**config.mk**
```make
export PLATFORM = sky130hd
export DESIGN_NAME = index_set_intersection_unit
export DESIGN_NICKNAME = d
export VERILOG_FILES = /design/src/rtl/core/isi_pkg.sv /design/src/rtl/core/isi_front.sv /design/src/rtl/core/isi_back.sv /design/src/rtl/core/index_set_intersection_unit.sv
export SDC_FILE = /design/constraint.sdc
export NUM_CORES = 2
export LEC_CHECK = 0
export ABC_CLOCK_PERIOD_IN_PS = 7400
export BUFFER_PORTS_ARGS = -buffer_cell sky130_fd_sc_hd__buf_2
export CAP_MARGIN = 20
export CORE_ASPECT_RATIO = 1.75
export CORE_UTILIZATION = 58
export DETAILED_ROUTE_END_ITERATION = 8
export GPL_TIMING_DRIVEN = 0
export PLACE_DENSITY = 0.74
export SYNTH_ARGS = -nofsm -noshare
export SYNTH_HDL_FRONTEND = slang
export SYNTH_SLANG_ARGS = --single-unit
```
**constraint.sdc**
```tcl
create_clock -name clock -period 7.4 [get_ports clock]
set_input_delay 0.74 -clock clock [delete_from_list [all_inputs] [get_ports clock]]
set_output_delay 0.74 -clock clock [all_outputs]
set_load 0.01 [all_outputs]
```
**src/rtl/core/isi_pkg.sv**
```systemverilog
// ----------------------------------------------------------------------------
// isi_pkg: shared types and constants of the index set intersection unit
// request codes, queue entry and result layouts, sizing constants
// ----------------------------------------------------------------------------
`default_nettype none

package isi_pkg;

   // sizing
   localparam int CAPACITY   = 32;
   localparam int INDEX_BITS = 32;
   localparam int VALUE_W    = 32;
   localparam int KEY_W      = (INDEX_BITS < VALUE_W) ? INDEX_BITS : VALUE_W;
   localparam int REF_CNT_W  = $clog2(CAPACITY + 1);
   localparam int REF_IDX_W  = (CAPACITY > 1) ? $clog2(CAPACITY) : 1;
   localparam int HITS_W     = 6;
   localparam logic [HITS_W-1:0] HITS_MAX = '1;

   // request queue between front and back
   localparam int QDEPTH  = 4;
   localparam int QPTR_W  = $clog2(QDEPTH);
   localparam int QCNT_W  = $clog2(QDEPTH + 1);

   // result buffer
   localparam int RDEPTH  = 2;
   localparam int RPTR_W  = $clog2(RDEPTH);
   localparam int RCNT_W  = $clog2(RDEPTH + 1);

   // request command codes
   localparam logic [1:0] CMD_CLEAR  = 2'd0;
   localparam logic [1:0] CMD_APPEND = 2'd1;
   localparam logic [1:0] CMD_PROBE  = 2'd2;

   typedef enum logic [1:0] {
      OP_CLEAR,
      OP_APPEND,
      OP_PROBE
   } op_type;

   typedef struct packed {
      op_type             op;
      logic [VALUE_W-1:0] value;
      logic               last;
   } req_entry_type;

   // head of the request queue as seen by the back end
   typedef struct packed {
      logic          valid;
      req_entry_type entry;
   } queue_head_type;

   typedef struct packed {
      logic [VALUE_W-1:0] probe_index;
      logic               is_member;
      logic               all_members;
      logic [HITS_W-1:0]  common_count;
      logic               overflowed;
      logic               final_res;
   } rsp_type;

endpackage

`default_nettype wire

```
**src/rtl/core/isi_front.sv**
```systemverilog
// ----------------------------------------------------------------------------
// isi_front: request decode and request queue
// classifies incoming requests, drops unused codes, queues the rest
// ----------------------------------------------------------------------------
`default_nettype none

module isi_front (
   input  wire logic                    clock,
   input  wire logic                    reset,
   input  wire logic                    req_push,
   output logic                         req_full,
   input  wire logic [1:0]              req_cmd,
   input  wire logic [isi_pkg::VALUE_W-1:0] req_value,
   input  wire logic                    req_last,
   output isi_pkg::queue_head_type      head,
   input  wire logic                    head_pop
);
   import isi_pkg::*;

   req_entry_type      mem_ff [QDEPTH];
   logic [QPTR_W-1:0]  wr_ptr_ff, wr_ptr_in;
   logic [QPTR_W-1:0]  rd_ptr_ff, rd_ptr_in;
   logic [QCNT_W-1:0]  cnt_ff, cnt_in;

   req_entry_type      dec_entry;
   logic               dec_keep;
   logic               accept;
   logic               wr_en;
   logic               rd_en;

   // decode
   always_comb begin
      dec_entry.value = req_value;
      dec_entry.last  = req_last;
      dec_entry.op    = OP_CLEAR;
      dec_keep        = 1'b1;
      unique case (req_cmd)
         CMD_CLEAR:  dec_entry.op = OP_CLEAR;
         CMD_APPEND: dec_entry.op = OP_APPEND;
         CMD_PROBE:  dec_entry.op = OP_PROBE;
         default:    dec_keep     = 1'b0;
      endcase
   end

   assign req_full = (cnt_ff == QCNT_W'(QDEPTH));
   assign accept   = req_push && !req_full;
   assign wr_en    = accept && dec_keep;
   assign rd_en    = head_pop && head.valid;

   assign head.valid = (cnt_ff != '0);
   assign head.entry = mem_ff[rd_ptr_ff];

   always_comb begin
      wr_ptr_in = wr_ptr_ff;
      rd_ptr_in = rd_ptr_ff;
      cnt_in    = cnt_ff;
      if (wr_en) begin
         wr_ptr_in = wr_ptr_ff + QPTR_W'(1);
      end
      if (rd_en) begin
         rd_ptr_in = rd_ptr_ff + QPTR_W'(1);
      end
      case ({wr_en, rd_en})
         2'b10:   cnt_in = cnt_ff + QCNT_W'(1);
         2'b01:   cnt_in = cnt_ff - QCNT_W'(1);
         default: cnt_in = cnt_ff;
      endcase
   end

   always_ff @(posedge clock) begin
      if (reset) begin
         wr_ptr_ff <= '0;
         rd_ptr_ff <= '0;
         cnt_ff    <= '0;
      end else begin
         wr_ptr_ff <= wr_ptr_in;
         rd_ptr_ff <= rd_ptr_in;
         cnt_ff    <= cnt_in;
      end
   end

   always_ff @(posedge clock) begin
      if (wr_en) begin
         mem_ff[wr_ptr_ff] <= dec_entry;
      end
   end

endmodule

`default_nettype wire

```
**src/rtl/core/isi_back.sv**
```systemverilog
// ----------------------------------------------------------------------------
// isi_back: reference set, running probe state and result buffer
// carries out one queued request per cycle while the result buffer has room
// ----------------------------------------------------------------------------
`default_nettype none

module isi_back (
   input  wire logic                clock,
   input  wire logic                reset,
   input  isi_pkg::queue_head_type  head,
   output logic                     head_pop,
   output logic                     rsp_empty,
   input  wire logic                rsp_pop,
   output isi_pkg::rsp_type         rsp
);
   import isi_pkg::*;

   logic [KEY_W-1:0]     entries_ff [CAPACITY];
   logic [REF_CNT_W-1:0] ref_count_ff, ref_count_in;
   logic                 dropped_ff, dropped_in;
   logic                 subset_ff, subset_in;
   logic [HITS_W-1:0]    hits_ff, hits_in;

   rsp_type              res_mem_ff [RDEPTH];
   logic [RPTR_W-1:0]    res_wr_ff, res_rd_ff;
   logic [RCNT_W-1:0]    res_cnt_ff, res_cnt_in;

   logic [KEY_W-1:0]     key;
   logic [CAPACITY-1:0]  hit_vec;
   logic                 member;
   logic                 fire;
   logic                 app_en;
   logic                 res_push;
   logic                 res_take;
   rsp_type              res_new;
   logic                 subset_now;
   logic [HITS_W-1:0]    hits_now;

   assign key  = head.entry.value[KEY_W-1:0];
   assign fire = head.valid && (res_cnt_ff != RCNT_W'(RDEPTH));
   assign head_pop = fire;

   // compare against every live entry
   always_comb begin
      for (int i = 0; i < CAPACITY; i++) begin
         hit_vec[i] = (REF_CNT_W'(i) < ref_count_ff) && (entries_ff[i] == key);
      end
   end
   assign member = |hit_vec;

   assign subset_now = subset_ff && member;
   assign hits_now   = (member && (hits_ff != HITS_MAX)) ? hits_ff + HITS_W'(1) : hits_ff;

   assign app_en   = fire && (head.entry.op == OP_APPEND) &&
                     (ref_count_ff < REF_CNT_W'(CAPACITY));
   assign res_push = fire && (head.entry.op == OP_PROBE);
   assign res_take = rsp_pop && !rsp_empty;

   always_comb begin
      res_new.probe_index  = head.entry.value;
      res_new.is_member    = member;
      res_new.all_members  = subset_now;
      res_new.common_count = hits_now;
      res_new.overflowed   = dropped_ff;
      res_new.final_res    = head.entry.last;
   end

   always_comb begin
      ref_count_in = ref_count_ff;
      dropped_in   = dropped_ff;
      subset_in    = subset_ff;
      hits_in      = hits_ff;
      if (fire) begin
         unique case (head.entry.op)
            OP_CLEAR: begin
               ref_count_in = '0;
               dropped_in   = 1'b0;
               subset_in    = 1'b1;
               hits_in      = '0;
            end
            OP_APPEND: begin
               if (app_en) begin
                  ref_count_in = ref_count_ff + REF_CNT_W'(1);
               end else begin
                  dropped_in = 1'b1;
               end
            end
            OP_PROBE: begin
               if (head.entry.last) begin
                  subset_in = 1'b1;
                  hits_in   = '0;
               end else begin
                  subset_in = subset_now;
                  hits_in   = hits_now;
               end
            end
            default: begin
               ref_count_in = ref_count_ff;
            end
         endcase
      end
   end

   always_comb begin
      case ({res_push, res_take})
         2'b10:   res_cnt_in = res_cnt_ff + RCNT_W'(1);
         2'b01:   res_cnt_in = res_cnt_ff - RCNT_W'(1);
         default: res_cnt_in = res_cnt_ff;
      endcase
   end

   assign rsp_empty = (res_cnt_ff == '0);
   assign rsp       = res_mem_ff[res_rd_ff];

   always_ff @(posedge clock) begin
      if (reset) begin
         ref_count_ff <= '0;
         dropped_ff   <= 1'b0;
         subset_ff    <= 1'b1;
         hits_ff      <= '0;
         res_wr_ff    <= '0;
         res_rd_ff    <= '0;
         res_cnt_ff   <= '0;
      end else begin
         ref_count_ff <= ref_count_in;
         dropped_ff   <= dropped_in;
         subset_ff    <= subset_in;
         hits_ff      <= hits_in;
         res_cnt_ff   <= res_cnt_in;
         if (res_push) begin
            res_wr_ff <= res_wr_ff + RPTR_W'(1);
         end
         if (res_take) begin
            res_rd_ff <= res_rd_ff + RPTR_W'(1);
         end
      end
   end

   always_ff @(posedge clock) begin
      if (app_en) begin
         entries_ff[ref_count_ff[REF_IDX_W-1:0]] <= key;
      end
      if (res_push) begin
         res_mem_ff[res_wr_ff] <= res_new;
      end
   end

endmodule

`default_nettype wire

```
**src/rtl/core/index_set_intersection_unit.sv**
```systemverilog
// ----------------------------------------------------------------------------
// index_set_intersection_unit: set membership and intersection engine
// holds a reference index set and answers membership probes against it
// ----------------------------------------------------------------------------
// usage
//   requests enter as a queue: drive req_cmd, req_value and req_last with
//   req_push high; the request is taken on a rising edge where req_full is
//   low. cmd clear empties the reference set, append adds req_value while
//   room remains, probe looks req_value up. the unused code is taken and
//   discarded. only probes produce a response; it waits on the rsp_ ports
//   while rsp_empty is low and leaves on an edge with rsp_pop high
//   a probe is held in the request queue, then in the response buffer
//   throughput: one request per cycle while the response buffer has room,
//   set by the combinational compare of the probe key against all stored
//   entries in the back end; a four-entry request queue decouples decode from
//   execution; a two-entry response buffer lets requests keep flowing while
//   the receiver stalls; when both fill, req_full rises until rsp_pop drains
//   synchronous reset empties both queues and the reference set, clears the
//   overflow flag and restarts the running subset flag and hit count
// ----------------------------------------------------------------------------
`default_nettype none

module index_set_intersection_unit (
   input  wire logic                        clock,
   input  wire logic                        reset,
   // request side
   input  wire logic                        req_push,
   output logic                             req_full,
   input  wire logic [1:0]                  req_cmd,
   input  wire logic [isi_pkg::VALUE_W-1:0] req_value,
   input  wire logic                        req_last,
   // response side
   output logic                             rsp_empty,
   input  wire logic                        rsp_pop,
   output logic [isi_pkg::VALUE_W-1:0]      rsp_probe_index,
   output logic                             rsp_is_member,
   output logic                             rsp_all_members,
   output logic [isi_pkg::HITS_W-1:0]       rsp_common_count,
   output logic                             rsp_overflowed,
   output logic                             rsp_final_res
);
   import isi_pkg::*;

   queue_head_type head;
   logic           head_pop;
   rsp_type        rsp;

   // front end: decode and request queue
   isi_front u_front (
      .clock     (clock),
      .reset     (reset),
      .req_push  (req_push),
      .req_full  (req_full),
      .req_cmd   (req_cmd),
      .req_value (req_value),
      .req_last  (req_last),
      .head      (head),
      .head_pop  (head_pop)
   );

   // back end: reference set, running state, response buffer
   isi_back u_back (
      .clock     (clock),
      .reset     (reset),
      .head      (head),
      .head_pop  (head_pop),
      .rsp_empty (rsp_empty),
      .rsp_pop   (rsp_pop),
      .rsp       (rsp)
   );

   // response fields out to their own ports
   assign rsp_probe_index  = rsp.probe_index;
   assign rsp_is_member    = rsp.is_member;
   assign rsp_all_members  = rsp.all_members;
   assign rsp_common_count = rsp.common_count;
   assign rsp_overflowed   = rsp.overflowed;
   assign rsp_final_res    = rsp.final_res;

endmodule

`default_nettype wire

```
==> results.cfg <==
[cells_and_area]
syn_to_final_growth_pct = 11.69
most-common-layout-cells = edfxtp_1 (1248), xnor2_1 (613), xor2_1 (372)
drive_above_1_share_pct = 14.90
final_common_cell = edfxtp_1
design_area_sq_um = 61280
layout.nets = 3742
fillers = 6498

[logic_synthesis]
ys_seq_area_share_pct = 69.33
synth_edf_count = 1248
synth_async_sr_flop_share_pct = 0
synthCells = 3451
ys_types = 78
ys_dominant_reg_cell = edfxtp_1
ys_seq_elements = 1276
netlist_area_sq_um = 54860
yosys_warnings = 0
syn_nets = 3503
syn_area_per_cell_sq_um = 15.90

[placed_design]
place_congestion = 0.9910
placed_cell_area_sq_um = 57740
dp_worst_setup_slack_ns = 0.07874
portBuffers = 82
hpwl_microns = 105000

[drt]
routed-via-count = 32923
antenna_left = 0
drt_iter0_markers = 4197
drc = 0
wl_per_cell_microns = 34.71
wl_microns = 172900
drt_first_pass_iters = 6
viasPerCell = 6.608

[timing]
rsz0062_at_grt = true
worst_slack_ns = 0.005953
slew_headroom_pct = 15.57
clock_skew_ns = 0.01958
finalMaxSlewViolations = 0
period_share_pct = 99.92
tightest_slew_ns = 1.231
hold_viol_final = 0
setup_viol = 0
fmax_mhz = 135.2
timing.final.crit_period_ns = 7.394
whs_ns = 0.2190

[die]
rows = 148
die_w_microns = 234.5
die_area_sq_um = 95880
dieHeight_microns = 408.9
core_sq_um = 93330
start_util_pct = 58.79
num_io_pins = 83

[job]
max_cap_violations = 0

[setup_path]
arrival_ns = 7.74
cp_top_family = buffers and inverters
crit_path_frequent_cell = buf_2
rr_worst_depth = 12
worstPathMaxFanout = 32
crit_type = reg2reg
cp.required_ns = 7.75
r2r_slack_ns = 0.006
cp_slowest_stage_delay_ns = 1.01
path_buf_inv = 7
end_kind = register
crit_chain = buf_2 > buf_2 > buf_2 > buf_2 > buf_1 > buf_1 > clkbuf_1 > mux4_2 > nand2b_1 > nor3b_1 > nand2_1 > nor2_4
regToRegEndpoint = u_back.entries_ff[25][9]
cp_slowest_cell = nor2_4
cp-start-kind = register

[power_and_ir_drop]
total_power_mw = 23.38
leakage_nw = 19.15
powerDensity_nw_per_um2 = 381.5
p_sw_share_pct = 38.02
switching_power_mw = 8.888
combinationalPowerShare_pct = 36.5
clkPwrFrac_pct = 24.5
power.internal_mw = 14.49
seq_power_share_pct = 39.1
vdd_drop_max_mv = 0.3022

[cts]
path_clk_slew_ns = 0.07
cts_sinks = 1276
clockBufferDepth = 3
post_cts_buffers = 0
htreeDepth = 3
tritoncts = yes
cts_buffers = 107
clock_latency_ns = 0.74
cts-root-buf = clkbuf_16

[min_path]
holdPathStages = 1
hold_path_end = u_front.mem_ff[2][4]
min_path_type = in2reg
worstHoldStart = req_value[3]

[global_route]
antenna_found_initial = 6
grt_pass1_wl_microns = 237300
grt_max_degree = 44
overflow = 0
track_usage_pct = 36.40
grt_pass1_vias = 31828

[outcome]
status = completed
-- layout make-up --
type | count | area [sq um] | area share (%)
antenna | 3 | 7.507 | 0.01225
clock buffer | 128 | 2820 | 4.602
buffer | 150 | 1045 | 1.705
sequential | 1276 | 38040 | 62.07
inverter | 37 | 141.4 | 0.2307
tap | 1200 | 1501 | 2.450
multi-input combinational | 1990 | 15940 | 26.01
clock inverter | 70 | 660.6 | 1.078
timing repair buffer | 128 | 1127 | 1.840
-- flip-flops by register name, summed over array words and instances (netlist names), named ones only --
name                 count
u_front.rd_ptr_ff        2
u_front.mem_ff         140
u_back.ref_count_ff      6
u_back.dropped_ff        1
u_back.res_cnt_ff        2
u_back.res_rd_ff         1
u_front.cnt_ff           3
u_back.res_wr_ff         1
u_back.res_mem_ff       84
u_back.entries_ff     1024
u_back.hits_ff           6
u_back.subset_ff         1
u_front.wr_ptr_ff        2
-- stage by stage --
step / cells / TNS, ns / utilization (%)
6_report: 4982 / 0 / 65.66
5_1_grt: 4979 / -51.45 / 65.65
4_1_cts: 4974 / 0 / 65.60
3_5_place_dp: 4776 / 0 / 61.87
3_3_place_gp: 4733 / -859.23 / 60.83
2_1_floorplan: 3451 / 0 / -
-- routing by layer --
layer | share of wire [%] | global-route usage (%) | up-vias | wire [microns]
li1 | - | - | 13443 | -
met1 | 33 | 41.38 | 16518 | 56490
met2 | 48 | 59.17 | 2248 | 83310
met3 | 9.0 | 6.550 | 712 | 15640
met4 | 10 | 30.51 | 2 | 17470
met5 | 0.0075 | 0 | - | 13
-- worst reg2reg max path, cell delays in order, from the launching register on --
cell	delay, ns
dfxtp_1	0.31
buf_2	0.28
buf_2	0.35
buf_2	0.41
buf_2	0.43
buf_1	0.57
buf_1	0.60
clkbuf_1	0.62
mux4_2	0.49
nand2b_1	0.23
nor3b_1	0.85
nand2_1	0.81
nor2_4	1.02
-- cell families after synthesis --
family	count (synthesis)	synth area share [%]
adder cells (fa/ha/maj)	13	0.3101
buffers and inverters	187	2.116
XOR/XNOR	985	15.72
AND/OR/NAND/NOR	575	5.724
AO/OA/AOI/OAI	272	3.339
multiplexers	143	3.457
flip-flops	1276	69.33
-- how the worst max path moves through the flow --
stage              from                  endpoint  cells past startpoint
2_1_floorplan  register  u_back.entries_ff[12][0]                     12
3_3_place_gp   register  u_back.entries_ff[14][3]                     12
3_5_place_dp   register  u_back.entries_ff[20][1]                     13
4_1_cts        register  u_back.entries_ff[20][1]                     13
5_1_grt        register  u_back.entries_ff[26][8]                     13
6_report       register  u_back.entries_ff[25][9]                     12
-- repair_timing --
| action | CTS | global route |
|---|---|---|
| endpoints found under the setup margin | 0 | 553 |
| hold buffers | 0 | 0 |
| gates resized for setup | 0 | 1 |
-- cells in the mapped netlist, types with 5 or more instances --
cell type  count  share of area [%]
dfxtp_1       28                1.0
nand3_1       38               0.35
or4_1          6              0.082
and2_1         7              0.080
edfxtp_1    1248                 68
buf_1          5              0.034
a31oi_1       13               0.15
or3_1          8              0.091
mux4_2        29                1.2
a211oi_1      20               0.27
a2111oi_0     12               0.19
buf_2         38               0.35
o221ai_1       7               0.11
buf_6         17               0.35
mux2_2        48               0.99
mux2i_2       11               0.28
o21ai_0       40               0.36
nor3_1        46               0.42
nor2b_1       12               0.14
nor4_1       100                1.1
o211ai_1      10               0.14
o2111ai_1     12               0.19
a21oi_1       66               0.60
and3_1         5              0.057
mux2i_1       54               0.99
nand4_1      164                1.9
nor2_1       103               0.70
xor2_1       372                5.9
inv_1         31               0.21
o22ai_1       27               0.31
a22oi_1       10               0.14
xnor2_1      613                9.8
ha_1          12               0.27
nand2_1       59               0.40
a2bb2oi_1      6              0.096
buf_4         62               0.85
nand2b_1       6              0.068
a221oi_1      13               0.21
clkbuf_1      25               0.17
-- power groups by stage --
| stage | sequential [mW] | combinational, mW | clock (mW) |
|---|---|---|---|
| 5_1_grt | 9.15 | 8.69 | 5.97 |
| 3_3_place_gp | 9.31 | 8.09 | 0 |
| 2_1_floorplan | 9.24 | 4.64 | 0 |
| 4_1_cts | 9.14 | 8.34 | 5.73 |
| 6_report | 9.14 | 8.52 | 5.72 |
| 3_5_place_dp | 9.29 | 8.30 | 0 |
(Power assumes the default switching activity.)
